## src/hdl/cds_pkg.sv

```systemverilog
// Shared types, reset values and decode functions for the clock display scanner.
// No dependencies; used by cds_timer and clock_display_scanner.
package cds_pkg;

    localparam int PERIOD_W   = 10;
    localparam int PATTERN_W  = 64;
    localparam int CFG_IDX_W  = 3;
    localparam int DIGIT_NUM  = 4;
    localparam int COLUMN_NUM = 8;

    typedef logic [PERIOD_W-1:0] t_count;

    typedef enum logic [CFG_IDX_W-1:0] {
        CFG_SECOND_PERIOD = 3'd0,
        CFG_BLINK_PERIOD  = 3'd1,
        CFG_DIGIT_PERIOD  = 3'd2,
        CFG_COLUMN_PERIOD = 3'd3,
        CFG_MATRIX        = 3'd4
    } t_cfg_index;

    localparam t_count SECOND_RESET = 10'd100;
    localparam t_count BLINK_RESET  = 10'd100;
    localparam t_count DIGIT_RESET  = 10'd25;
    localparam t_count COLUMN_RESET = 10'd1;

    localparam logic [PATTERN_W-1:0] MATRIX_RESET = 64'h6666_7E7E_6666_3C18;

    localparam logic [4:0] HOUR_RESET   = 5'd15;
    localparam logic [5:0] MINUTE_RESET = 6'd8;
    localparam logic [5:0] SECOND_INIT  = 6'd55;

    localparam logic [6:0] SEGMENT_RESET   = 7'd121;
    localparam logic [3:0] DIGIT_EN_RESET  = 4'hE;
    localparam logic [7:0] COLUMN_EN_RESET = 8'hFE;
    localparam logic [7:0] ROW_RESET       = 8'hE7;

    function automatic logic [6:0] seg_lit(input logic [3:0] v);
        logic [6:0] s;
        case (v)
            4'd0:    s = 7'h3F;
            4'd1:    s = 7'h06;
            4'd2:    s = 7'h5B;
            4'd3:    s = 7'h4F;
            4'd4:    s = 7'h66;
            4'd5:    s = 7'h6D;
            4'd6:    s = 7'h7D;
            4'd7:    s = 7'h07;
            4'd8:    s = 7'h7F;
            4'd9:    s = 7'h6F;
            default: s = 7'h00;
        endcase
        return s;
    endfunction

    function automatic logic [2:0] tens_of(input logic [5:0] v);
        logic [2:0] t;
        if (v >= 6'd50)      t = 3'd5;
        else if (v >= 6'd40) t = 3'd4;
        else if (v >= 6'd30) t = 3'd3;
        else if (v >= 6'd20) t = 3'd2;
        else if (v >= 6'd10) t = 3'd1;
        else                 t = 3'd0;
        return t;
    endfunction

    function automatic logic [3:0] units_of(input logic [5:0] v);
        logic [5:0] u;
        logic [2:0] t;
        t = tens_of(v);
        u = v - 6'({t, 3'b000} + {t, 1'b0});
        return u[3:0];
    endfunction

    function automatic logic [3:0] digit_value(input logic [1:0] idx, input logic [4:0] hour,
                                               input logic [5:0] minute);
        logic [3:0] v;
        case (idx)
            2'd0:    v = {1'b0, tens_of({1'b0, hour})};
            2'd1:    v = units_of({1'b0, hour});
            2'd2:    v = {1'b0, tens_of(minute)};
            default: v = units_of(minute);
        endcase
        return v;
    endfunction

endpackage

```

## src/hdl/cds_timer.sv

```systemverilog
// Down-counting tick timer with reload from a period register.
// Depends on cds_pkg for the count type.
module cds_timer (
    input  logic            i_clk,
    input  logic            i_rst_n,
    input  logic            i_step,
    input  cds_pkg::t_count i_period,
    input  cds_pkg::t_count i_init,
    output logic            o_fire
);

    cds_pkg::t_count r_count;
    cds_pkg::t_count n_count;

    assign o_fire = i_step && (r_count == cds_pkg::t_count'(1));

    always_comb begin
        n_count = r_count;
        if (o_fire) begin
            n_count = i_period;
        end else if (i_step && (r_count != '0)) begin
            n_count = r_count - cds_pkg::t_count'(1);
        end
    end

    always_ff @(posedge i_clk) begin
        if (!i_rst_n) begin
            r_count <= i_init;
        end else begin
            r_count <= n_count;
        end
    end

endmodule

```

## src/hdl/clock_display_scanner.sv

```systemverilog
// Top level of the clock display scanner: timers, time of day and display scan registers.
// Depends on cds_pkg and cds_timer.
//
//   channel | direction | handshake               | payload
//   --------+-----------+-------------------------+------------------------------------
//   in      | input     | i_in_valid / o_in_stall | i_tick
//   out     | output    | o_out_valid/i_out_stall | segments, enables, rows, blink, time
//   cfg     | input     | i_cfg_we                | i_cfg_index, i_cfg_data
//
// One transaction per cycle while the input is not stalled: a tick updates the state registers, which are the result
// register, in the cycle it is accepted; the result is valid on the next cycle.
// Input stalls only while a result is held and the output is stalled.
// Synchronous active-low reset restores the periods, pattern, time and display levels.
module clock_display_scanner (
    input  logic                            i_clk,
    input  logic                            i_rst_n,
    input  logic                            i_in_valid,
    output logic                            o_in_stall,
    input  logic                            i_tick,
    output logic                            o_out_valid,
    input  logic                            i_out_stall,
    output logic [6:0]                      o_segment_levels,
    output logic [3:0]                      o_digit_enables,
    output logic [7:0]                      o_column_enables,
    output logic [7:0]                      o_row_levels,
    output logic                            o_blink_level,
    output logic [4:0]                      o_hours,
    output logic [5:0]                      o_minutes,
    output logic [5:0]                      o_seconds,
    input  logic                            i_cfg_we,
    input  logic [cds_pkg::CFG_IDX_W-1:0]   i_cfg_index,
    input  logic [cds_pkg::PATTERN_W-1:0]   i_cfg_data
);

    cds_pkg::t_count r_second_period, r_blink_period, r_digit_period, r_column_period;
    logic [cds_pkg::PATTERN_W-1:0] r_matrix;

    logic       r_out_valid;
    logic [4:0] r_hour, n_hour;
    logic [5:0] r_minute, n_minute;
    logic [5:0] r_second, n_second;
    logic [$clog2(cds_pkg::DIGIT_NUM)-1:0]  r_digit_idx, n_digit_idx;
    logic [$clog2(cds_pkg::COLUMN_NUM)-1:0] r_column_idx, n_column_idx;
    logic [6:0] r_segment, n_segment;
    logic [3:0] r_digit_en, n_digit_en;
    logic [7:0] r_column_en, n_column_en;
    logic [7:0] r_row, n_row;
    logic       r_blink, n_blink;

    logic accept, step;
    logic second_fire, blink_fire, digit_fire, column_fire;
    logic [6:0] sec_inc;
    logic [6:0] min_inc;
    logic [5:0] hour_inc;
    logic [7:0] col_byte;
    logic [7:0] col_rev;

    assign o_in_stall = r_out_valid && i_out_stall;
    assign accept     = i_in_valid && !o_in_stall;
    assign step       = accept && i_tick;

    cds_timer u_second (.i_clk, .i_rst_n, .i_step(step), .i_period(r_second_period),
                        .i_init(cds_pkg::SECOND_RESET), .o_fire(second_fire));
    cds_timer u_blink  (.i_clk, .i_rst_n, .i_step(step), .i_period(r_blink_period),
                        .i_init(cds_pkg::BLINK_RESET), .o_fire(blink_fire));
    cds_timer u_digit  (.i_clk, .i_rst_n, .i_step(step), .i_period(r_digit_period),
                        .i_init(cds_pkg::DIGIT_RESET), .o_fire(digit_fire));
    cds_timer u_column (.i_clk, .i_rst_n, .i_step(step), .i_period(r_column_period),
                        .i_init(cds_pkg::COLUMN_RESET), .o_fire(column_fire));

    always_comb begin
        n_second = r_second;
        n_minute = r_minute;
        n_hour   = r_hour;
        sec_inc  = {1'b0, r_second} + 7'd1;
        min_inc  = {1'b0, r_minute};
        hour_inc = {1'b0, r_hour};
        if (second_fire) begin
            if (sec_inc >= 7'd60) begin
                n_second = '0;
                min_inc  = min_inc + 7'd1;
            end else begin
                n_second = sec_inc[5:0];
            end
            if (min_inc >= 7'd60) begin
                n_minute = '0;
                hour_inc = hour_inc + 6'd1;
            end else begin
                n_minute = min_inc[5:0];
            end
            n_hour = (hour_inc >= 6'd24) ? 5'd0 : hour_inc[4:0];
        end
    end

    assign n_blink = blink_fire ? !r_blink : r_blink;

    always_comb begin
        n_digit_idx = r_digit_idx;
        n_segment   = r_segment;
        n_digit_en  = r_digit_en;
        if (digit_fire) begin
            n_digit_idx = r_digit_idx + 2'd1;
            n_segment   = ~cds_pkg::seg_lit(cds_pkg::digit_value(n_digit_idx, n_hour,
                                                                 n_minute));
            n_digit_en  = ~(4'd1 << n_digit_idx);
        end
    end

    always_comb begin
        n_column_idx = r_column_idx + 3'd1;
        col_byte     = r_matrix[{n_column_idx, 3'b000} +: 8];
        for (int k = 0; k < 8; k++) begin
            col_rev[k] = col_byte[7-k];
        end
        if (!column_fire) begin
            n_column_idx = r_column_idx;
            n_row        = r_row;
            n_column_en  = r_column_en;
        end else begin
            n_row        = ~col_rev;
            n_column_en  = ~(8'd1 << n_column_idx);
        end
    end

    always_ff @(posedge i_clk) begin
        if (!i_rst_n) begin
            r_second_period <= cds_pkg::SECOND_RESET;
            r_blink_period  <= cds_pkg::BLINK_RESET;
            r_digit_period  <= cds_pkg::DIGIT_RESET;
            r_column_period <= cds_pkg::COLUMN_RESET;
            r_matrix        <= cds_pkg::MATRIX_RESET;
        end else if (i_cfg_we) begin
            unique case (i_cfg_index)
                cds_pkg::CFG_SECOND_PERIOD: r_second_period <= i_cfg_data[cds_pkg::PERIOD_W-1:0];
                cds_pkg::CFG_BLINK_PERIOD:  r_blink_period  <= i_cfg_data[cds_pkg::PERIOD_W-1:0];
                cds_pkg::CFG_DIGIT_PERIOD:  r_digit_period  <= i_cfg_data[cds_pkg::PERIOD_W-1:0];
                cds_pkg::CFG_COLUMN_PERIOD: r_column_period <= i_cfg_data[cds_pkg::PERIOD_W-1:0];
                cds_pkg::CFG_MATRIX:        r_matrix        <= i_cfg_data;
                default: begin
                end
            endcase
        end
    end

    always_ff @(posedge i_clk) begin
        if (!i_rst_n) begin
            r_out_valid  <= 1'b0;
            r_hour       <= cds_pkg::HOUR_RESET;
            r_minute     <= cds_pkg::MINUTE_RESET;
            r_second     <= cds_pkg::SECOND_INIT;
            r_digit_idx  <= '0;
            r_column_idx <= '0;
            r_segment    <= cds_pkg::SEGMENT_RESET;
            r_digit_en   <= cds_pkg::DIGIT_EN_RESET;
            r_column_en  <= cds_pkg::COLUMN_EN_RESET;
            r_row        <= cds_pkg::ROW_RESET;
            r_blink      <= 1'b1;
        end else begin
            if (accept) begin
                r_out_valid <= 1'b1;
            end else if (!i_out_stall) begin
                r_out_valid <= 1'b0;
            end
            r_hour       <= n_hour;
            r_minute     <= n_minute;
            r_second     <= n_second;
            r_digit_idx  <= n_digit_idx;
            r_column_idx <= n_column_idx;
            r_segment    <= n_segment;
            r_digit_en   <= n_digit_en;
            r_column_en  <= n_column_en;
            r_row        <= n_row;
            r_blink      <= n_blink;
        end
    end

    assign o_out_valid      = r_out_valid;
    assign o_segment_levels = r_segment;
    assign o_digit_enables  = r_digit_en;
    assign o_column_enables = r_column_en;
    assign o_row_levels     = r_row;
    assign o_blink_level    = r_blink;
    assign o_hours          = r_hour;
    assign o_minutes        = r_minute;
    assign o_seconds        = r_second;

endmodule
```

## config.mk

```make
export PLATFORM = sky130hd
export DESIGN_NAME = clock_display_scanner
export DESIGN_NICKNAME = d
export VERILOG_FILES = /design/src/hdl/cds_pkg.sv /design/src/hdl/cds_timer.sv /design/src/hdl/clock_display_scanner.sv
export SDC_FILE = /design/constraint.sdc
export NUM_CORES = 1
export LEC_CHECK = 0
export BUFFER_PORTS_ARGS = -buffer_cell sky130_fd_sc_hd__buf_4
export CAP_MARGIN = 10
export CORE_MARGIN = 8
export CORE_UTILIZATION = 25
export CTS_CLUSTER_DIAMETER = 200
export DETAILED_ROUTE_END_ITERATION = 6
export PLACE_DENSITY = 0.45
export SYNTH_ARGS = -nofsm -noshare
export SYNTH_HDL_FRONTEND = slang
export SYNTH_HIERARCHICAL = 1
export SYNTH_SLANG_ARGS = --single-unit
```

## constraint.sdc

```tcl
create_clock -name i_clk -period 7.5 [get_ports i_clk]
set_clock_uncertainty 0.15 [all_clocks]
set_input_delay 1.125 -clock i_clk [delete_from_list [all_inputs] [get_ports i_clk]]
set_output_delay 1.125 -clock i_clk [all_outputs]
set_load 0.01 [all_outputs]
```

==> metrics.cfg <==
[critical_path]
regToRegStartpoint = u_second/r_count[5]
crit_path_cell_trace = buf_4 > and2_1 > nor2_1 > buf_4 > nand3b_1 > or4_4 > clkinv_8 > and3_1 > nand2_1 > a21oi_1 > mux2_2 > o41ai_1 > ha_1 > inv_1 > nor2_4 > mux2_4 > o211ai_1 > nand4_2 > a41oi_4 > mux2_4 > o311ai_2
crit_required_ns = 7.69
crit_slowest_cell = or4_4
startpoint_type = input port
crit_type = input port to flip-flop
cp_max_fo = 28
r2r_slack_ns = 2.02
critPathCaptureType = flip-flop
r2r_cells = 17
r2r_end = o_segment_levels[0]
slowest_delay_ns = 0.60
worstPathArrival_ns = 6.11

[global_routing]
first_global_vias = 8992
grt_max_degree = 65
grt.overflow.total = 0
track_usage = 0.123
grt_first_pass_wirelength_mm = 49.9
antenna_found_initial = 2

[power_and_ir_drop]
swShare = 0.264
power_leakage_nw = 4.81
p_clk_frac = 0.402
ir_worst_vdd_mv = 0.166
power_mw = 2.31
combPwrFrac = 0.098
p_per_area_nw_per_um2 = 182
p_sw_uw = 611
seqPwrFrac = 0.500
intPower_mw = 1.70

[synthesis]
avgSynthCellArea_um2 = 8.68
yosysWarningCount = 6
synth.distinct_cells = 98
synth_top_family_by_area = simple AND/OR/NAND/NOR gates
netlist_area_um2 = 10600
synth_mux_area_frac = 0.0554
ys_ff_latch = 195
yosysSeqAreaShare = 0.406
synth_edf_count = 40
synthXorXnorAreaFrac = 0.0215
yosys.area_share.simple = 0.242
synth_compound_area_frac = 0.190
async_reset_ff_frac = 0
ys.flop_type = dfxtp_1
synthAdderAreaFrac = 0.0387
synth_cells = 1221

[die]
die_area_um2 = 49200
io_pins = 120
fp.dieH_um = 222
rows = 75
die_w_um = 222
initial_core_util = 0.253
coreArea_um2 = 41900

[hold_path]
min_path_cells = 2
hp-class = flip-flop to flip-flop
hold_path_end = r_matrix[0]
worstHoldStart = r_matrix[0]

[sta]
rsz0062_at_grt = false
fmax_ghz = 0.169
fin_ws_ns = 1.58
setup_viol = 0
tightest_slew_ns = 1.02
slew_violations = 0
final-hold-violation-count = 0
fin_crit_sh = 0.789
min_period_ns = 5.92
tns_ns = 0
slew_headroom = 0.314

[clock_tree]
cts_buffer_depth = 2
cts.sinks = 195
numCtsBuffers = 17
cts_tree = built
worstSkewPairLatency_ns = 0.44
cts_setup_buffers = 0
clkSlewWorstSetupHoldPaths_ns = 0.07
htreeDepth = 4
clockRootBuffer = clkbuf_16
cts_hold_buf = 0
cts.repair.resized = 0

[cells_and_area]
nNetsFinal = 1448
fillCellCount = 4506
layout_commonest_cell = nand2_1
drive_above_1_share = 0.189
area_growth_pct = 19.7
final_cell_mix = nand2_1 (304), dfxtp_1 (155), buf_4 (129), a21oi_1 (88), nor2_1 (74)

[drt]
first_pass_iters = 4
vias = 9052
drc = 0
wirelength_mm = 30.7
via_per_inst = 4.77
antenna_left = 0
drt_iter0_markers = 484
wl_per_cell_um = 16.2

[placed_design]
dp_hpwl_mm = 21.8
gp_congestion = 0.848
preCtsSetupSlack_ns = 1.19
port_buffers = 119

[run]
maxCapViolations = 0

[status]
status = finished clean

worst max-delay path: cells and delay by family:
| kind | cells | cell delay [ns] |
|---|---|---|
| fa+ha+maj | 1 | 0.37 |
| simple gates | 8 | 1.51 |
| compound gates | 5 | 1.44 |
| buf+inv | 4 | 0.59 |
| mux | 3 | 1.03 |
routing by layer:
metal  track usage  part of all wire  vias to the layer above
li1              -                 -                     4585
met1         0.169              0.50                     4296
met2         0.195              0.45                      158
met3        0.0270             0.041                       13
met4        0.0276            0.0099                        0
met5             0                 0                        -
cell type report:
cell class	instances	area, µm²	share of cell area
clock inverter	12	141	0.0112
tap	539	674	0.0532
timing repair buffer	129	968	0.0764
clock buffer	20	447	0.0352
inverter	34	178	0.0140
multi-input combinational	966	5960	0.470
antenna	2	5.00	0.000395
sequential	195	4300	0.339
synthesized netlist by cell type (all sizes together), types with 9 or more instances:
master   count  area (µm²)
ha          32         400
xnor2       24         210
nand3       70         350
nand3b       9        67.6
clkbuf      48         194
nand2      304        1140
edfxtp      40        1200
mux4        16         360
mux2i       14         140
o22ai       11        68.8
o21ai       46         234
inv         30         113
o2bb2ai     16         140
dfxtp      155        3100
nor3        12        80.1
nand4        9        62.6
a211oi      16         133
a21oi       91         467
a2bb2oi     13         120
and3        15         105
nor2        75         289
buf         16         106
stage by stage:
| stage | util | hold slack [ns] | cell area, µm² | cells |
|---|---|---|---|---|
| floorplan | - | 0.282 | 10700 | 1259 |
| global placement | 0.289 | 0.289 | 12100 | 1863 |
| detailed placement | 0.289 | 0.295 | 12100 | 1863 |
| CTS | 0.303 | 0.306 | 12700 | 1895 |
| global route | 0.303 | 0.323 | 12700 | 1895 |
| finish | 0.303 | 0.303 | 12700 | 1897 |
flip-flops by register name, summed over array words and instances (netlist names), 7 cells and up:
name              flops
u_column/r_count     10
r_column_period      10
r_matrix             64
u_digit/r_count      10
o_column_enables      8
r_second_period      10
u_blink/r_count      10
r_digit_period       10
u_second/r_count     10
o_row_levels          8
o_segment_levels      7
r_blink_period       10
power groups by stage:
stage / clock network (mW) / registers (mW) / logic, mW
3_3_place_gp: 0 / 1.18 / 0.228
6_report: 0.930 / 1.16 / 0.227
2_1_floorplan: 0 / 1.17 / 0.150
5_1_grt: 1.00 / 1.16 / 0.256
4_1_cts: 0.965 / 1.16 / 0.230
3_5_place_dp: 0 / 1.18 / 0.228
cell families after synthesis:
kind of cell / Yosys count
multiplexers: 37
flip-flops: 195
AO/OA/AOI/OAI: 278
buffers and inverters: 98
adder cells (fa/ha/maj): 33
XOR/XNOR: 26
AND/OR/NAND/NOR: 552
other: 2
worst max path at each step:
stage	startpoint	end	slack [ns]	depth (start not counted)
final	i_out_stall	o_segment_levels[0]	1.58	21
after global routing	i_out_stall	o_segment_levels[0]	1.28	21
after CTS	i_out_stall	o_segment_levels[0]	1.65	21
after detailed placement	i_out_stall	o_segment_levels[3]	1.19	21
after global placement	i_out_stall	o_segment_levels[3]	1.25	21
after floorplan	i_out_stall	o_segment_levels[3]	1.63	20
Power figures use the tool's default switching activity.
